File: src/rtl/core/timed_event_queue_assert.svh
// Assertion macros for the timed event queue.
// Included by the top level; no other dependencies.
`ifndef TIMED_EVENT_QUEUE_ASSERT_SVH
`define TIMED_EVENT_QUEUE_ASSERT_SVH
`ifndef SYNTH
`define TEQ_ASSERT_ALWAYS(lbl, clk, rst, cond) \
  lbl: assert property (@(posedge clk) disable iff (rst) (cond)) \
    else $error("timed_event_queue: invariant violated");
`define TEQ_ASSERT_IMPLY(lbl, clk, rst, ante, cons) \
  lbl: assert property (@(posedge clk) disable iff (rst) (ante) |-> (cons)) \
    else $error("timed_event_queue: implication violated");
`else
`define TEQ_ASSERT_ALWAYS(lbl, clk, rst, cond)
`define TEQ_ASSERT_IMPLY(lbl, clk, rst, ante, cons)
`endif
`endif

File: src/rtl/core/teq_pkg.sv
// Types and constants shared by the timed event queue.
// No dependencies.
package teq_pkg;

  localparam int TYPE_BITS = 3;
  localparam int TIME_BITS = 32;
  localparam logic [TIME_BITS-1:0] NO_EVENTS = 32'hffff_ffff;
  localparam logic [TIME_BITS-1:0] FRAME_RESET = 32'd69888;

  localparam logic REG_FRAME_LENGTH = 1'b0;

  localparam logic KIND_ACK   = 1'b0;
  localparam logic KIND_FIRED = 1'b1;
  localparam logic STATUS_OK   = 1'b0;
  localparam logic STATUS_FULL = 1'b1;
  localparam logic [TYPE_BITS-1:0] TYPE_NULL = '0;

  typedef enum logic [1:0] {
    CMD_ADD    = 2'd0,
    CMD_RUN    = 2'd1,
    CMD_REBASE = 2'd2,
    CMD_CANCEL = 2'd3
  } cmd_t;

  typedef enum logic [2:0] {
    OP_HOLD,
    OP_INSERT,
    OP_POP,
    OP_REBASE,
    OP_CANCEL
  } op_t;

  typedef struct packed {
    cmd_t                 cmd;
    logic [TIME_BITS-1:0] due_at;
    logic [TYPE_BITS-1:0] event_type;
    logic [TIME_BITS-1:0] now;
  } req_t;

  typedef struct packed {
    logic                 kind;
    logic                 status;
    logic [TYPE_BITS-1:0] fired_type;
    logic [TIME_BITS-1:0] fired_time;
    logic [TIME_BITS-1:0] next_due;
    logic                 last;
  } res_t;

  typedef struct packed {
    logic                 valid;
    logic [TIME_BITS-1:0] due;
    logic [TYPE_BITS-1:0] etype;
  } entry_t;

  typedef struct packed {
    op_t                  op;
    logic [TIME_BITS-1:0] due;
    logic [TYPE_BITS-1:0] etype;
    logic [TIME_BITS-1:0] frame;
  } cell_ctl_t;

endpackage

File: src/rtl/core/teq_cell.sv
// One slot of the event queue chain: holds one entry and trades it with its neighbors.
// Depends on teq_pkg.
module teq_cell (
  input  logic               clk,
  input  logic               rst,
  input  teq_pkg::cell_ctl_t ctl,
  input  teq_pkg::entry_t    left,
  input  teq_pkg::entry_t    right,
  input  logic               found_in,
  output logic               found_out,
  output teq_pkg::entry_t    entry
);

  teq_pkg::entry_t entry_next;
  logic            hit;

  // First free slot, or first slot whose time is not below the new one.
  assign hit       = !entry.valid || !(ctl.due > entry.due);
  assign found_out = found_in || hit;

  always_comb begin
    entry_next = entry;
    case (ctl.op)
      teq_pkg::OP_INSERT: begin
        if (found_in) begin
          entry_next = left;
        end else if (hit) begin
          entry_next.valid = 1'b1;
          entry_next.due   = ctl.due;
          entry_next.etype = ctl.etype;
        end
      end
      teq_pkg::OP_POP: begin
        entry_next = right;
      end
      teq_pkg::OP_REBASE: begin
        if (entry.valid) begin
          entry_next.due = entry.due - ctl.frame;
        end
      end
      teq_pkg::OP_CANCEL: begin
        if (entry.valid && entry.etype == ctl.etype) begin
          entry_next.etype = teq_pkg::TYPE_NULL;
        end
      end
      default: begin
        entry_next = entry;
      end
    endcase
  end

  always_ff @(posedge clk) begin
    entry.due   <= entry_next.due;
    entry.etype <= entry_next.etype;
    if (rst) begin
      entry.valid <= 1'b0;
    end else begin
      entry.valid <= entry_next.valid;
    end
  end

endmodule

File: src/rtl/core/timed_event_queue.sv
// Timed event queue top level: command sequencer, config register and cell chain.
// Depends on teq_pkg, teq_cell and timed_event_queue_assert.svh.
//
// Usage:
//   Commands enter on request, taken at a clock edge with start high and busy low.
//   add inserts an event ahead of stored events of equal or later time; run pops
//   head entries while due at or before request.now; rebase subtracts frame_length
//   from every stored time; cancel nulls every entry of request.event_type.
//   Results leave on result, each valid for exactly one cycle under result_valid.
//   The receiver cannot stall; every result must be taken in the cycle it shows.
//   Each command ends with one acknowledgement (kind 0, last 1); run also emits
//   one fired item (kind 1) per non-null event popped, ahead of its ack.
// Sequencing:
//   add, rebase, cancel: the accepting edge moves the sequencer to its execute
//   state, which registers the ack and returns to idle; a new command can be
//   accepted at the edge that takes the ack, so commands do not overlap.
//   run: stays in the execute state while the head is due, popping one head
//   entry per cycle (null ones included), then registers its ack.
// Reset:
//   rst (synchronous) empties the queue, frees the sequencer and sets
//   frame_length to 69888. frame_length lives at byte address 0 of the APB port.
`include "timed_event_queue_assert.svh"

module timed_event_queue #(
  parameter int QUEUE_DEPTH = 16
) (
  input  logic                clk,
  input  logic                rst,
  input  logic                start,
  input  teq_pkg::req_t       request,
  output logic                busy,
  output logic                result_valid,
  output teq_pkg::res_t       result,
  input  logic                psel,
  input  logic                penable,
  input  logic                pwrite,
  input  logic [2:0]          paddr,
  input  logic [31:0]         pwdata,
  output logic [31:0]         prdata,
  output logic                pready
);

  typedef enum logic {
    S_IDLE,
    S_EXEC
  } state_t;

  state_t                         state;
  teq_pkg::req_t                  req;
  logic [teq_pkg::TIME_BITS-1:0]  frame_length;

  teq_pkg::entry_t                cells [QUEUE_DEPTH];
  logic [QUEUE_DEPTH:0]           found;
  logic [QUEUE_DEPTH-1:0]         occ;
  teq_pkg::cell_ctl_t             ctl;

  logic [teq_pkg::TIME_BITS-1:0]  earliest;
  logic [teq_pkg::TIME_BITS-1:0]  second_due;
  logic [teq_pkg::TIME_BITS-1:0]  ack_next_due;
  logic                           full;
  logic                           due_now;
  logic                           ack_status;
  logic                           ack_shown;

  // Config port: one register, word index taken from paddr[2].
  assign pready = 1'b1;
  assign prdata = (paddr[2] == teq_pkg::REG_FRAME_LENGTH) ? frame_length : '0;

  always_ff @(posedge clk) begin
    if (rst) begin
      frame_length <= teq_pkg::FRAME_RESET;
    end else if (psel && penable && pwrite && pready
                 && paddr[2] == teq_pkg::REG_FRAME_LENGTH) begin
      frame_length <= pwdata;
    end
  end

  // Cell chain: entry 0 is the head. Inserts ripple the search flag toward the
  // tail and shift later entries back; pops shift everything toward the head.
  assign found[0] = 1'b0;

  for (genvar g = 0; g < QUEUE_DEPTH; g++) begin : g_cell
    teq_pkg::entry_t left_e;
    teq_pkg::entry_t right_e;
    if (g == 0) begin : g_head
      assign left_e = '0;
    end else begin : g_mid
      assign left_e = cells[g-1];
    end
    if (g == QUEUE_DEPTH - 1) begin : g_tail
      assign right_e = '0;
    end else begin : g_body
      assign right_e = cells[g+1];
    end
    teq_cell u_cell (
      .clk      (clk),
      .rst      (rst),
      .ctl      (ctl),
      .left     (left_e),
      .right    (right_e),
      .found_in (found[g]),
      .found_out(found[g+1]),
      .entry    (cells[g])
    );
    assign occ[g] = cells[g].valid;
  end

  // Head time stands in for the earliest due time, since add always lands in front
  // of any entry not earlier than itself; a rebase that wraps can break this.
  assign earliest   = cells[0].valid ? cells[0].due : teq_pkg::NO_EVENTS;
  assign second_due = cells[1].valid ? cells[1].due : teq_pkg::NO_EVENTS;
  assign full       = cells[QUEUE_DEPTH-1].valid;
  assign due_now    = cells[0].valid && (cells[0].due <= req.now);
  assign busy       = (state != S_IDLE);
  assign ack_shown  = result_valid && (result.kind == teq_pkg::KIND_ACK);

  // Drive the chain from the latched command.
  always_comb begin
    ctl.op    = teq_pkg::OP_HOLD;
    ctl.due   = req.due_at;
    ctl.etype = req.event_type;
    ctl.frame = frame_length;
    if (state == S_EXEC) begin
      case (req.cmd)
        teq_pkg::CMD_ADD:    ctl.op = full ? teq_pkg::OP_HOLD : teq_pkg::OP_INSERT;
        teq_pkg::CMD_RUN:    ctl.op = due_now ? teq_pkg::OP_POP : teq_pkg::OP_HOLD;
        teq_pkg::CMD_REBASE: ctl.op = teq_pkg::OP_REBASE;
        teq_pkg::CMD_CANCEL: ctl.op = teq_pkg::OP_CANCEL;
        default:             ctl.op = teq_pkg::OP_HOLD;
      endcase
    end
  end

  // Head due time as it will stand once the chain takes this command.
  always_comb begin
    ack_next_due = earliest;
    ack_status   = teq_pkg::STATUS_OK;
    case (req.cmd)
      teq_pkg::CMD_ADD: begin
        if (full) begin
          ack_status = teq_pkg::STATUS_FULL;
        end else if (req.due_at < earliest) begin
          ack_next_due = req.due_at;
        end
      end
      teq_pkg::CMD_REBASE: begin
        ack_next_due = cells[0].valid ? cells[0].due - frame_length
                                      : teq_pkg::NO_EVENTS;
      end
      default: begin
        ack_next_due = earliest;
      end
    endcase
  end

  // Sequencer: latch the command, then execute; run stays here, popping one
  // due entry per cycle, and every command leaves with its ack.
  always_ff @(posedge clk) begin
    if (rst) begin
      state        <= S_IDLE;
      result_valid <= 1'b0;
    end else begin
      result_valid <= 1'b0;
      case (state)
        S_IDLE: begin
          if (start) begin
            req   <= request;
            state <= S_EXEC;
          end
        end
        S_EXEC: begin
          if (req.cmd == teq_pkg::CMD_RUN && due_now) begin
            // Pop the head; null events leave silently.
            if (cells[0].etype != teq_pkg::TYPE_NULL) begin
              result_valid      <= 1'b1;
              result.kind       <= teq_pkg::KIND_FIRED;
              result.status     <= teq_pkg::STATUS_OK;
              result.fired_type <= cells[0].etype;
              result.fired_time <= cells[0].due;
              result.next_due   <= second_due;
              result.last       <= 1'b0;
            end
          end else begin
            result_valid      <= 1'b1;
            result.kind       <= teq_pkg::KIND_ACK;
            result.status     <= ack_status;
            result.fired_type <= teq_pkg::TYPE_NULL;
            result.fired_time <= '0;
            result.next_due   <= ack_next_due;
            result.last       <= 1'b1;
            state             <= S_IDLE;
          end
        end
        default: begin
          state <= S_IDLE;
        end
      endcase
    end
  end

  // Checks on the sequencer and the chain.
  `TEQ_ASSERT_ALWAYS(a_occ_packed, clk, rst, $onehot({1'b0, occ} + 1'b1))
  `TEQ_ASSERT_IMPLY(a_insert_slot, clk, rst, ctl.op == teq_pkg::OP_INSERT, found[QUEUE_DEPTH])
  `TEQ_ASSERT_IMPLY(a_last_idle, clk, rst, result_valid && result.last, !busy)
  `TEQ_ASSERT_IMPLY(a_ack_head, clk, rst, ack_shown, result.next_due == earliest)

endmodule

File: config.mk
export PLATFORM = sky130hd
export DESIGN_NAME = timed_event_queue
export DESIGN_NICKNAME = d
export VERILOG_FILES = /design/src/rtl/core/teq_pkg.sv /design/src/rtl/core/teq_cell.sv /design/src/rtl/core/timed_event_queue.sv
export VERILOG_INCLUDE_DIRS = /design/src /design/src/rtl/core
export SDC_FILE = /design/constraint.sdc
export NUM_CORES = 2
export LEC_CHECK = 0
export BUFFER_PORTS_ARGS = -buffer_cell sky130_fd_sc_hd__buf_2
export CORE_ASPECT_RATIO = 1.5
export CORE_MARGIN = 3
export CORE_UTILIZATION = 65
export CTS_CLUSTER_DIAMETER = 120
export CTS_CLUSTER_SIZE = 10
export DETAILED_ROUTE_END_ITERATION = 16
export GPL_ROUTABILITY_DRIVEN = 0
export PLACE_DENSITY = 0.83
export SYNTH_ARGS = -nofsm -noshare
export SYNTH_HDL_FRONTEND = slang
export SYNTH_SLANG_ARGS = --single-unit
export TNS_END_PERCENT = 5
File: constraint.sdc
create_clock -name clk -period 11.41 [get_ports clk]
set_input_delay 1.141 -clock clk [delete_from_list [all_inputs] [get_ports clk]]
set_output_delay 1.141 -clock clk [all_outputs]
set_load 0.05 [all_outputs]
==> flow_metrics.env <==
export IMPL_postCtsResizedCells=0
export IMPL_ys_ff_latch=749
export IMPL_cts_setup_buffers=0
export IMPL_postCtsHoldBufs=0
export IMPL_cp_arrival_ns=7.44
export IMPL_syn_area_um2=74930
export IMPL_max_slew_worst_pin_slew_ns=1.418
export IMPL_synth_distinct_cells=88
export IMPL_hold_path_depth=2
export IMPL_gr_usage_all_layers_pct=39.60
export IMPL_powerDensity_nw_per_um2=93.29
export IMPL_core_um2=113700
export IMPL_dp_cells=10152
export IMPL_cts_tree="yes"
export IMPL_outcome="finished clean"
export IMPL_viasPerCell=6.942
export IMPL_h_tree_depth=3
export IMPL_drive_gt1_share_pct=6.218
export IMPL_drt_total_wl_mm=245.8
export IMPL_reg2reg_depth=18
export IMPL_rows=151
export IMPL_die_w_um=283.2
export IMPL_synth_nets=9849
export IMPL_clock_sinks=749
export IMPL_worst_setup_path_type="reg -> reg"
export IMPL_vias=71378
export IMPL_slew_headroom_pct=4.736
export IMPL_cts_buffers=84
export IMPL_grt_pass1_vias=73078
export IMPL_syn_to_final_growth_pct=6.789
export IMPL_fin_crit_sh_pct=61.65
export IMPL_synth_area_top_cells="edfxtp_1 (28%), ha_1 (17%), a21oi_1 (5.7%), o21ai_0 (4.5%), mux2i_1 (4.2%)"
export IMPL_final_net_count=9874
export IMPL_grt_overflow=0
export IMPL_yosys_warnings=0
export IMPL_die_area_um2=119500
export IMPL_cp_start_kind="register"
export IMPL_rsz0062_at_grt="false"
export IMPL_hold_viol_final=0
export IMPL_wl_per_cell_um=23.91
export IMPL_ys_flop_type="edfxtp_1"
export IMPL_hp_class="reg -> reg"
export IMPL_final_max_slew_viol_count=0
export IMPL_drtAntennaViolNets=0
export IMPL_synthArstFlopShare_pct=0
export IMPL_synth_common_cells="ha_1 (1,039), a21oi_1 (851), edfxtp_1 (699)"
export IMPL_hp_start="frame_length[23]"
export IMPL_path_cells="inv_1 -> buf_4 -> ha_1 -> nor2b_1 -> o211ai_1 -> a2111oi_0 -> a2111oi_1 -> buf_4 -> a2bb2oi_1 -> or3_1 -> buf_4 -> or4_4 -> nor2_4 -> buf_4 -> and2_1 -> buf_4 -> mux2i_1 -> nor2_1"
export IMPL_worst_ir_drop_vdd_mv=0.1226
export IMPL_startpoint="ctl[35]"
export IMPL_cts_clk_slew_worst_paths_ns=0.06
export IMPL_maxCapViolations=0
export IMPL_yosysSeqAreaShare_pct=29.35
export IMPL_timing_reg2reg_setup_slack_ns=4.38
export IMPL_hpwl_mm=179.2
export IMPL_firstDrtPassIters=8
export IMPL_ios=215
export IMPL_finalSetupViolCount=0
export IMPL_r2r_start="ctl[35]"
export IMPL_io_buffers=211
export IMPL_max_freq_ghz=0.1422
export IMPL_synthCells=8684
export IMPL_p_leak_nw=33.46
export IMPL_grt_pass1_wl_mm=379.8
export IMPL_skew_ns=0.02764
export IMPL_die_h_um=421.8
export IMPL_initial_core_util_pct=65.88
export IMPL_endpoint_kind="register"
export IMPL_synth_top_area_share_pct=28.01
export IMPL_slowest_stage="or4_4"
export IMPL_clk_latency_ns=0.71
export IMPL_tns_ns=0
export IMPL_drtIter0Drc=6866
export IMPL_synth_edf_count=699
export IMPL_route_detailed_drc=0
export IMPL_worstPathRequired_ns=11.82
export IMPL_crit_fanout=69
export IMPL_antenna_found_initial=3
export IMPL_slowest_delay_ns=0.90
export IMPL_clockBufferDepth=3
export IMPL_yosysMostFrequentCell="ha_1"
export IMPL_fin_crit_ns=7.034
export IMPL_avgSynthCellArea_um2=8.629
export IMPL_ctsRootBufferMaster="clkbuf_16"
export IMPL_synth_top_cell_by_area="edfxtp_1"
export IMPL_cpMostUsedCell="buf_4"
export IMPL_nFillCells=8949
export IMPL_grt_max_degree=201
export IMPL_fin_cells=10282
## kinds of logic after synthesis
group	count (synthesis)	synth area share, %
other	1	0.005005
DFF	749	29.35
adders and majority gates	1055	17.78
muxes	333	4.480
AOI/OAI and AO/OA	2874	24.33
xor gates and xnor gates	461	5.388
and+or+nand+nor	2107	13.07
buffers and inverters	1104	5.605
## registers in the layout, summed over array words and instances, names as in the netlist
register,cells
g_cell.u_cell.entry,576
busy,1
result,70
frame_length,32
ctl,35
req,34
result_valid,1
## routing by layer
| layer | vias to the layer above | global-route usage, % | share of wire [%] |
|---|---|---|---|
| met1 | 33174 | 41.15 | 33 |
| met5 | - | 0 | 0 |
| met4 | 0 | 38.35 | 11 |
| met2 | 4271 | 67.61 | 47 |
| met3 | 1429 | 6.159 | 8.7 |
| li1 | 32504 | - | - |
## worst max-delay path: cells and delay by family (launching register included)
| kind | cells | cell delay, ns |
|---|---|---|
| and+or+nand+nor | 6 | 1.93 |
| DFF | 1 | 0.76 |
| muxes | 1 | 0.23 |
| buffers and inverters | 6 | 2.10 |
| adders and majority gates | 1 | 0.27 |
| AOI/OAI and AO/OA | 4 | 1.30 |
## metrics by stage
stage               setup WS, ns  cell area [um2]  total power [mW]  hold WS (ns)  util, %
floorplan                  3.475            74930             4.427        0.4363        -
global placement           4.699            77680             4.790        0.4412    68.29
detailed placement         4.591            77680             4.867        0.4465    68.29
CTS                        4.531            80000             7.411        0.4543    70.34
global route               4.012            80010             7.726        0.4725    70.35
finish                     4.376            80020             7.465        0.4529    70.35
## cell type report
| class | instances | area [um2] | area share, % |
|---|---|---|---|
| Tap cell | 1530 | 1914 | 2.392 |
| Clock buffer | 125 | 2320 | 2.899 |
| Inverter | 696 | 2613 | 3.265 |
| Sequential cell | 749 | 21990 | 27.48 |
| Multi-Input combinational cell | 6831 | 49030 | 61.27 |
| Timing Repair Buffer | 347 | 2140 | 2.674 |
| Clock inverter | 1 | 8.758 | 0.01095 |
| Antenna cell | 3 | 7.507 | 0.009382 |
## power by group
part / switching, mW / leakage, nW / internal (mW)
clock: 1.21 / 1.12 / 1.38
sequential: 0.0992 / 6.83 / 3.13
combinational: 1.02 / 25.5 / 0.627
total: 2.33 / 33.5 / 5.14
## placed cells by master (no fill, tap or decap), types with 53 or more instances in the layout
| master | n |
|---|---|
| a31oi_1 | 80 |
| clkbuf_16 | 87 |
| nor2b_1 | 88 |
| o21bai_1 | 69 |
| o221ai_1 | 191 |
| nor3_1 | 134 |
| inv_1 | 687 |
| a211oi_1 | 81 |
| nor2_1 | 654 |
| xnor2_1 | 252 |
| mux2i_1 | 317 |
| buf_4 | 131 |
| o21ai_0 | 671 |
| nand4_1 | 128 |
| edfxtp_1 | 699 |
| xor2_1 | 209 |
| a21o_1 | 219 |
| o22ai_1 | 53 |
| nand2b_1 | 93 |
| a22oi_1 | 218 |
| a21oi_1 | 847 |
| o21a_1 | 93 |
| nand2_1 | 552 |
| buf_2 | 211 |
| nand3_1 | 221 |
| ha_1 | 1039 |
## worst paths after layout
path	end
worst max-delay path	g_cell[15].u_cell.entry[2]
worst min-delay path	frame_length[23]
worst max register to register	g_cell[15].u_cell.entry[2]
worst min register to register	frame_length[23]
Note: power is estimated with default switching activity, not from simulation.
